--- config.mk ---
export PLATFORM = sky130hd
export DESIGN_NAME = mprs_ctrl
export DESIGN_NICKNAME = d
export VERILOG_FILES = /design/src/rtl/mprs_pkg.sv /design/src/rtl/mprs_ctrl.sv
export SDC_FILE = /design/constraint.sdc
export NUM_CORES = 1
export LEC_CHECK = 0
export ABC_AREA = 0
export BUFFER_PORTS_ARGS = -buffer_cell sky130_fd_sc_hd__buf_2
export CAP_MARGIN = 20
export CORE_UTILIZATION = 30
export CTS_BUF_LIST = sky130_fd_sc_hd__clkbuf_2
export CTS_CLUSTER_DIAMETER = 30
export DETAILED_ROUTE_END_ITERATION = 10
export MAX_ROUTING_LAYER = met4
export RECOVER_POWER = 50
export REMOVE_ABC_BUFFERS = 1
export SETUP_SLACK_MARGIN = 0.1
export SLEW_MARGIN = 5
export SYNTH_ARGS = -nofsm -noshare
export SYNTH_HDL_FRONTEND = slang
export SYNTH_SLANG_ARGS = --single-unit
--- constraint.sdc ---
create_clock -name clk -period 2.55 [get_ports clk]
set_input_delay 0.51 -clock clk [delete_from_list [all_inputs] [get_ports clk]]
set_output_delay 0.51 -clock clk [all_outputs]
set_load 0.005 [all_outputs]
--- src/rtl/mprs_pkg.sv ---
// Shared constants, codes and controller/datapath interface types for the ring sequencer.
`default_nettype none

package mprs_pkg;

    localparam int RING_SIZE = 1024;
    localparam int SEQ_BITS  = 48;

    localparam int IDX_W  = $clog2(RING_SIZE);
    localparam int SEQ_W  = SEQ_BITS + 1;
    localparam int LAP_W  = SEQ_W - IDX_W;
    localparam int EXT_W  = SEQ_W + 2;
    localparam int STEP_W = IDX_W + 1;
    localparam int MODE_W = 3;
    localparam int CNT_W  = 11;
    localparam int STAT_W = 2;
    localparam int REM_W  = 11;

    localparam int IN_FIELDS_W  = CNT_W + 3 * SEQ_W;
    localparam int IN_TDATA_W   = ((IN_FIELDS_W + 7) / 8) * 8;
    localparam int OUT_FIELDS_W = SEQ_W + 1 + REM_W;
    localparam int OUT_TDATA_W  = ((OUT_FIELDS_W + 7) / 8) * 8;

    typedef logic signed [SEQ_W-1:0] seq_t;
    typedef logic signed [EXT_W-1:0] ext_t;
    typedef logic [LAP_W-1:0]        lap_t;

    localparam seq_t SEQ_ONE     = seq_t'(1);
    localparam ext_t RING_EXT    = ext_t'(RING_SIZE);
    localparam ext_t SEQ_MAX_EXT = (ext_t'(1) <<< SEQ_BITS) - ext_t'(1);

    localparam logic [MODE_W-1:0] MODE_CLAIM   = 3'd0;
    localparam logic [MODE_W-1:0] MODE_PUBLISH = 3'd1;
    localparam logic [MODE_W-1:0] MODE_TEST    = 3'd2;
    localparam logic [MODE_W-1:0] MODE_SCAN    = 3'd3;
    localparam logic [MODE_W-1:0] MODE_SETCUR  = 3'd4;

    localparam logic [STAT_W-1:0] ST_OK      = 2'd0;
    localparam logic [STAT_W-1:0] ST_FULL    = 2'd1;
    localparam logic [STAT_W-1:0] ST_INVALID = 2'd2;

    typedef struct packed {
        logic              accept;
        logic              clr_wr;
        logic              claim_prep;
        logic              ptr_ld_lo;
        logic              ptr_inc;
        logic              pub_wr;
        logic              cur_ld_next;
        logic              cur_ld_lo;
        logic              cache_ld_cmin;
        logic              stat_ld;
        logic [STAT_W-1:0] stat_code;
        logic              avail_ld;
        logic              scan_res_fail;
        logic              rem_calc;
        logic              out_load;
    } mprs_cmd_t;

    typedef struct packed {
        logic [MODE_W-1:0] mode;
        logic              clr_last;
        logic              cnt_bad;
        logic              claim_ovf;
        logic              claim_refresh;
        logic              wrap_gt_cmin;
        logic              pub_bad;
        logic              pub_last;
        logic              scan_go;
        logic              flag_match;
        logic              out_free;
    } mprs_stat_t;

endpackage

`default_nettype wire

--- src/rtl/mprs_ctrl.sv ---
// Controller state machine: sequences clear sweep, claim, publish, test and scan.
`default_nettype none

module mprs_ctrl
    import mprs_pkg::*;
(
    input  wire logic       clk,
    input  wire logic       rst_n,
    input  wire logic       in_valid,
    output logic            in_ready,
    input  wire mprs_stat_t stat,
    output mprs_cmd_t       cmd
);

    localparam logic [3:0] S_CLEAR    = 4'd0;
    localparam logic [3:0] S_IDLE     = 4'd1;
    localparam logic [3:0] S_DECODE   = 4'd2;
    localparam logic [3:0] S_CLAIM    = 4'd3;
    localparam logic [3:0] S_PUB      = 4'd4;
    localparam logic [3:0] S_TEST_RD  = 4'd5;
    localparam logic [3:0] S_TEST_CMP = 4'd6;
    localparam logic [3:0] S_SCAN_CHK = 4'd7;
    localparam logic [3:0] S_SCAN_CMP = 4'd8;
    localparam logic [3:0] S_REM      = 4'd9;
    localparam logic [3:0] S_DONE     = 4'd10;

    logic [3:0] state_reg;
    logic [3:0] state_next;

    assign in_ready = (state_reg == S_IDLE);

    always_comb
    begin
        cmd        = '0;
        state_next = state_reg;
        unique case (state_reg)
            S_CLEAR:
            begin
                cmd.clr_wr = 1'b1;
                if (stat.clr_last)
                begin
                    state_next = S_IDLE;
                end
            end
            S_IDLE:
            begin
                if (in_valid)
                begin
                    cmd.accept = 1'b1;
                    state_next = S_DECODE;
                end
            end
            S_DECODE:
            begin
                unique case (stat.mode)
                    MODE_CLAIM:
                    begin
                        if (stat.cnt_bad)
                        begin
                            cmd.stat_ld   = 1'b1;
                            cmd.stat_code = ST_INVALID;
                            state_next    = S_REM;
                        end
                        else
                        begin
                            cmd.claim_prep = 1'b1;
                            state_next     = S_CLAIM;
                        end
                    end
                    MODE_PUBLISH:
                    begin
                        if (stat.pub_bad)
                        begin
                            cmd.stat_ld   = 1'b1;
                            cmd.stat_code = ST_INVALID;
                            state_next    = S_REM;
                        end
                        else
                        begin
                            cmd.ptr_ld_lo = 1'b1;
                            state_next    = S_PUB;
                        end
                    end
                    MODE_TEST:
                    begin
                        cmd.ptr_ld_lo = 1'b1;
                        state_next    = S_TEST_RD;
                    end
                    MODE_SCAN:
                    begin
                        cmd.ptr_ld_lo = 1'b1;
                        state_next    = S_SCAN_CHK;
                    end
                    MODE_SETCUR:
                    begin
                        cmd.cur_ld_lo = 1'b1;
                        state_next    = S_REM;
                    end
                    default:
                    begin
                        cmd.stat_ld   = 1'b1;
                        cmd.stat_code = ST_INVALID;
                        state_next    = S_REM;
                    end
                endcase
            end
            S_CLAIM:
            begin
                state_next = S_REM;
                priority if (stat.claim_ovf)
                begin
                    cmd.stat_ld   = 1'b1;
                    cmd.stat_code = ST_INVALID;
                end
                else if (stat.claim_refresh && stat.wrap_gt_cmin)
                begin
                    cmd.stat_ld   = 1'b1;
                    cmd.stat_code = ST_FULL;
                end
                else if (stat.claim_refresh)
                begin
                    cmd.cur_ld_next   = 1'b1;
                    cmd.cache_ld_cmin = 1'b1;
                end
                else
                begin
                    cmd.cur_ld_next = 1'b1;
                end
            end
            S_PUB:
            begin
                cmd.pub_wr = 1'b1;
                if (stat.pub_last)
                begin
                    state_next = S_REM;
                end
                else
                begin
                    cmd.ptr_inc = 1'b1;
                end
            end
            S_TEST_RD:
            begin
                state_next = S_TEST_CMP;
            end
            S_TEST_CMP:
            begin
                cmd.avail_ld = 1'b1;
                state_next   = S_REM;
            end
            S_SCAN_CHK:
            begin
                // flag read of ptr lands in the next cycle
                state_next = stat.scan_go ? S_SCAN_CMP : S_REM;
            end
            S_SCAN_CMP:
            begin
                if (stat.flag_match)
                begin
                    cmd.ptr_inc = 1'b1;
                    state_next  = S_SCAN_CHK;
                end
                else
                begin
                    cmd.scan_res_fail = 1'b1;
                    state_next        = S_REM;
                end
            end
            S_REM:
            begin
                cmd.rem_calc = 1'b1;
                state_next   = S_DONE;
            end
            S_DONE:
            begin
                if (stat.out_free)
                begin
                    cmd.out_load = 1'b1;
                    state_next   = S_IDLE;
                end
            end
            default:
            begin
                state_next = S_IDLE;
            end
        endcase
    end

    always_ff @(posedge clk or negedge rst_n)
    begin
        if (!rst_n)
        begin
            state_reg <= S_CLEAR;
        end
        else
        begin
            state_reg <= state_next;
        end
    end

endmodule

`default_nettype wire

==> run_results.csv, run 1 <==
group,metric,value,unit
timing,fmax,0.433,GHz
critical_path,cp-start-kind,"flip-flop",
floorplan,die_x,45.1,um
drt,avgViaCountPerCell,5.15,
drt,routed_wl,1640,um
place,dp_cells,141,
floorplan,io_pins,33,
cts,post_cts_buffers,0,
place,port-buffer-count,32,
timing,finClkSkew,11.2,ps
drt,vias,742,
global_routing,grt_pass1_vias,613,
cts,path_clk_slew,50,ps
cts,root_buffer,"clkbuf_2",
synth,postSynthAreaPerCell,6.49,um2
place,postPlaceCellArea,749,um2
drt,ant_nets,0,
synth,post-synth-top-count-cell,"nor2_1",
synth,ys_warn_count,0,
timing,slew_headroom,0.467,
drt,drtIter0Drc,24,
timing,finalCritPeriodShare,0.905,
critical_path,worstSetupPathType,"flip-flop to primary output",
drt,wl_per_cell,11.4,um
timing,timing.final.max_slew_violations,0,
synth,ys_types,32,
power,vdd_ir_drop_max,0.380,mV
drt,dr.pass1.iters,4,
floorplan,row_count,15,
synth,ys_async_sr_fraction,1.00,
layout,num_antenna_cells,0,
power,power_density,841,nW/um2
critical_path,slowest_delay,610,ps
timing,hold_violations,0,
critical_path,critPathRequiredTime,2040,ps
synth,synth_seq_cells,4,
global_routing,antenna_found_initial,0,
critical_path,crit_buf_inv,2,
critical_path,critical_path.slowest_cell,"clkbuf_1",
layout,final_cells,144,
global_routing,grt_max_degree,22,
layout,fillers,205,
synth,ys.flop_type,"dfrtp_1",
global_routing,track_usage,0.183,
critical_path,worstPathCellList,"clkbuf_1, nand4_1, nor3b_1, buf_2",
layout,nNetsFinal,137,
hold_path,hold_class,"input port to async pin",
timing,postLayoutSetupSlackWorst,241,ps
critical_path,endpoint_kind,"primary output",
critical_path,path_max_fanout,21,
synth,ys_seq_area_frac,0.179,
floorplan,start_util,0.323,
cts,htreeDepth,1,
timing,fin_tns_setup,0,ps
cts,numCtsBuffers,3,
layout,largest_reg_flops,4,
synth,synth_edf_count,0,
place,gp_congestion,0.798,
floorplan,die_area,2040,um2
global_routing,grt_overflow,0,
timing,rsz0062_at_grt,"false",
timing,tightest_slew,799,ps
synth,syn_inst,86,
timing,fin_crit,2310,ps
critical_path,arrival,1800,ps
drt,drc,0,
place,place_ws,434,ps
outcome,status,"finished, final reports clean",
synth,synth_area,558,um2
place,dp_hpwl,1250,um
floorplan,design.core.area,1730,um2
cts,clock_latency,220,ps
floorplan,die_h,45.1,um
job,max_cap_violations,0,
layout,fin_area,756,um2
synth,synth_top_area_cell,"dfrtp_1",
critical_path,ff2ff_setup_slack,780,ps
cts,clockBufferDepth,2,
global_routing,grt_pass1_wl,2580,um
synth,yosysTopAreaCellShare,0.179,
synth,yosys-top-cells-count,"nor2_1, a21oi_1, nand2_1, nor3_1, o21ai_0",
cts,cts_tree,"yes",
layout,drive_gt1_frac,0.303,
layout,synthToLayoutAreaGrowth,35.4,%
synth,synthTopCellsByArea,"dfrtp_1, nor2_1, a21oi_1, nor3_1, o21ai_0",
cts,clock-sinks,4,
power,leakage,0.345,nW
timing,setup_viol,0,
critical_path,critical_path.top_delay_family,"buffers and inverters",
cell families after synthesis:
| kind of cell | after synthesis | share of synthesized area |
|---|---|---|
| buf+inv | 8 | 0.0605 |
| mux | 1 | 0.0179 |
| compound gates | 23 | 0.251 |
| simple gates | 50 | 0.491 |
| flops | 4 | 0.179 |
metal layers:
layer	global-route usage	up-vias	wire length, um
li1	-	385	-
met1	0.223	328	755
met2	0.284	24	773
met3	0.0120	5	59
met4	0.133	0	49
met5	-	-	0
stage by stage:
stage	power, mW	util	hold WS, ps
2_1_floorplan	0.413	-	214
3_3_place_gp	0.584	0.434	314
3_5_place_dp	0.581	0.434	321
4_1_cts	0.646	0.443	73.4
5_1_grt	0.705	0.438	115
6_report	0.635	0.438	109
power breakdown:
part	switching, mW	internal, mW	total [mW]
logic	0.262	0.190	0.451
clock network	0.0292	0.0316	0.0608
registers	0.0312	0.0920	0.123
repair_timing:
| action | 4_1_cts | 5_1_grt |
|---|---|---|
| endpoints found under the hold margin | 0 | 0 |
| endpoints found under the setup margin | 0 | 3 |
| hold buffers | 0 | 0 |
| resized for setup | 0 | 1 |
layout by cell type, fill, tap and decap left out, drive strengths merged, types with 2 or more instances in the layout:
cell,n
buf,29
nor2,11
clkbuf,9
nor3,7
nand2,7
a21oi,7
o21ai,7
nand2b,4
nand3,4
nor4,4
dfrtp,4
inv,3
nor2b,3
and2,2
nor3b,2
a31oi,2
worst paths after layout:
check                              from           end  depth (start not counted)
setup / recovery           state_reg[1]        cmd[7]                          4
max in group asynchronous         rst_n  state_reg[3]                          1
hold / removal                    rst_n  state_reg[0]                          1
min in group clk                stat[0]  state_reg[3]                          3
hold reg to reg            state_reg[0]  state_reg[0]                          2
setup reg to reg           state_reg[1]  state_reg[1]                          4
final cells by class:
class / instances / area [um2] / area share
well taps: 25 / 31.3 / 0.0414
flip-flops and latches: 4 / 101 / 0.134
clock buffers: 3 / 15.0 / 0.0199
inverters: 3 / 11.3 / 0.0149
repair buffers: 35 / 173 / 0.228
multi-input cells: 74 / 424 / 0.561
No activity file was read; power rests on OpenSTA's default activity.
==> run 2, diff against run 1 <==
--- a/config.mk
+++ b/config.mk
@@ -16,7 +16,6 @@
 export RECOVER_POWER = 50
 export REMOVE_ABC_BUFFERS = 1
 export SETUP_SLACK_MARGIN = 0.1
-export SLEW_MARGIN = 5
 export SYNTH_ARGS = -nofsm -noshare
 export SYNTH_HDL_FRONTEND = slang
 export SYNTH_SLANG_ARGS = --single-unit
==> constraint.sdc (replaced) <==
create_clock -name clk -period 2.55 [get_ports clk]
set_input_delay 0.51 -clock clk [delete_from_list [all_inputs] [get_ports clk]]
set_output_delay 0.51 -clock clk [all_outputs]
set_load 0.05 [all_outputs]
==> run_results.csv, run 2 (synthesized netlist as in run 1, its figures left out) <==
group,metric,value,unit
outcome,status,"finished, final reports clean",
layout,finish.utilization,0.440,
power,power_density,1100,nW/um2
cts,clock_latency,220,ps
cts,clockBufferDepth,2,
cts,post_cts_buffers,0,
critical_path,cp-start-kind,"flip-flop",
power,seqPwrFrac,0.124,
cts,clock-sinks,4,
critical_path,critPathRequiredTime,2040,ps
cts,path_clk_slew,50,ps
cts,cts_hold_buf,0,
power,p_int,325,uW
layout,regArea,100,um2
critical_path,endpoint_kind,"primary output",
global_routing,track_usage,0.177,
cts,cts_tree,"yes",
place,gp_congestion,0.798,
critical_path,worstPathCellList,"or4b_4, a21oi_1, o21ai_0, o21ai_0, buf_2",
floorplan,die_area,2040,um2
power,swShare,0.612,
drt,wl_per_cell,11.0,um
place,port-buffer-count,32,
drt,drtIter0Drc,31,
critical_path,slowest_delay,570,ps
power,leakage,0.355,nW
global_routing,antenna_found_initial,0,
timing,postLayoutSetupSlackWorst,285,ps
drt,ant_nets,0,
critical_path,cpMostUsedCell,"o21ai_0",
place,postPlaceCellArea,757,um2
global_routing,grt_pass1_vias,620,
power,vdd_ir_drop_max,0.522,mV
timing,fin_crit,2270,ps
cts,htreeDepth,1,
power,clkPwrFrac,0.072,
cts,root_buffer,"clkbuf_2",
layout,synthToLayoutAreaGrowth,36.1,%
hold_path,hold_class,"input port to async pin",
timing,hold_violations,0,
power,pwr-share-comb,0.804,
floorplan,start_util,0.323,
critical_path,path_max_fanout,5,
critical_path,worstSetupPathType,"flip-flop to primary output",
critical_path,critical_path.slowest_cell,"or4b_4",
layout,layout_common_cells,"buf_2, nor2_1, nor3_1, nand2_1, a21oi_1",
critical_path,critical_path.top_delay_family,"simple AND/OR/NAND/NOR gates",
cts,postCtsResizedCells,0,
global_routing,grt_max_degree,22,
drt,vias,740,
power,total_power,837,uW
global_routing,use_met1,0.224,
timing,tightest_slew,599,ps
timing,timing.final.max_slew_violations,0,
power,power_switching,512,uW
floorplan,die_x,45.1,um
layout,layout_commonest_cell,"buf_2",
global_routing,grt_overflow,0,
critical_path,rr_worst_depth,4,
global_routing,gr-max-usage-layer,"met2",
timing,rsz0062_at_grt,"false",
critical_path,arrival,1760,ps
timing,finClkSkew,4.08,ps
layout,drive_gt1_frac,0.300,
timing,fmax,0.441,GHz
drt,routed_wl,1600,um
floorplan,die_h,45.1,um
drt,dr.pass1.iters,4,
timing,slew_headroom,0.602,
layout,nNetsFinal,138,
global_routing,grt_util_met3,0.0240,
cts,numCtsBuffers,3,
job,max_cap_violations,0,
drt,avgViaCountPerCell,5.10,
timing,finalCritPeriodShare,0.888,
global_routing,grt_pass1_wl,2570,um
floorplan,design.core.area,1730,um2
floorplan,io_pins,33,
layout,fillers,211,
timing,setup_viol,0,
timing,fin_tns_setup,0,ps
layout,largest_reg_flops,4,
layout,multi_input_area,418,um2
place,dp_hpwl,1220,um
critical_path,crit_buf_inv,1,
drt,drc,0,
critical_path,cp.depth,5,
floorplan,row_count,15,
place,place_ws,506,ps
global_routing,grt_util_met2,0.272,
layout,fin_area,759,um2
layout,num_antenna_cells,0,
[run 2: cell count changes in the layout (fill, tap and decap cells not counted)]
| cell | delta |
|---|---|
| dfrtp_1 | +1 |
| nor4_1 | +1 |
| dfrtp_2 | -1 |
| buf_4 | +2 |
| nor4_2 | -1 |
| clkbuf_1 | -1 |
[run 2: worst paths after layout]
kind | slack (ps) | to | startpoint
setup / recovery | 280 | cmd[6] | state_reg[0]
hold / removal | 110 | state_reg[3] | rst_n
setup reg to reg | 1000 | state_reg[3] | state_reg[0]
hold reg to reg | 690 | state_reg[0] | state_reg[0]
max in group asynchronous | 2270 | state_reg[1] | rst_n
min in group clk | 600 | state_reg[3] | stat[0]
[run 2: worst register-to-register path, delay by kind of cell, from the launching register on]
| family | cells | cell delay (ps) |
|---|---|---|
| simple gates | 3 | 1000 |
| flops | 1 | 370 |
| compound gates | 1 | 110 |
[run 2: area by class of cell]
| class | instances | share of cell area |
|---|---|---|
| clock buffers | 3 | 0.0198 |
| inverters | 3 | 0.0148 |
| multi-input cells | 74 | 0.550 |
| flip-flops and latches | 4 | 0.132 |
| well taps | 25 | 0.0412 |
| repair buffers | 36 | 0.242 |
[run 2: per-layer routing]
| layer | routed length (um) | part of all wire |
|---|---|---|
| met1 | 763 | 0.48 |
| met2 | 761 | 0.48 |
| met3 | 55 | 0.034 |
| met4 | 19 | 0.012 |
| met5 | 0 | 0 |
[run 2: through the flow]
| stage | std cells | hold slack [ps] |
|---|---|---|
| 6_report | 145 | 105 |
| 4_1_cts | 145 | 77.5 |
| 3_3_place_gp | 142 | 313 |
| 2_1_floorplan | 81 | 214 |
| 5_1_grt | 145 | 119 |
| 3_5_place_dp | 142 | 317 |
[run 2: power by group through the flow]
stage	Clock (mW)	Combinational [mW]	Sequential, mW
after floorplan	0	0.440	0.169
after global placement	0	0.684	0.104
after detailed placement	0	0.682	0.105
after CTS	0.0621	0.683	0.105
after global routing	0.0629	0.731	0.107
final	0.0601	0.673	0.104
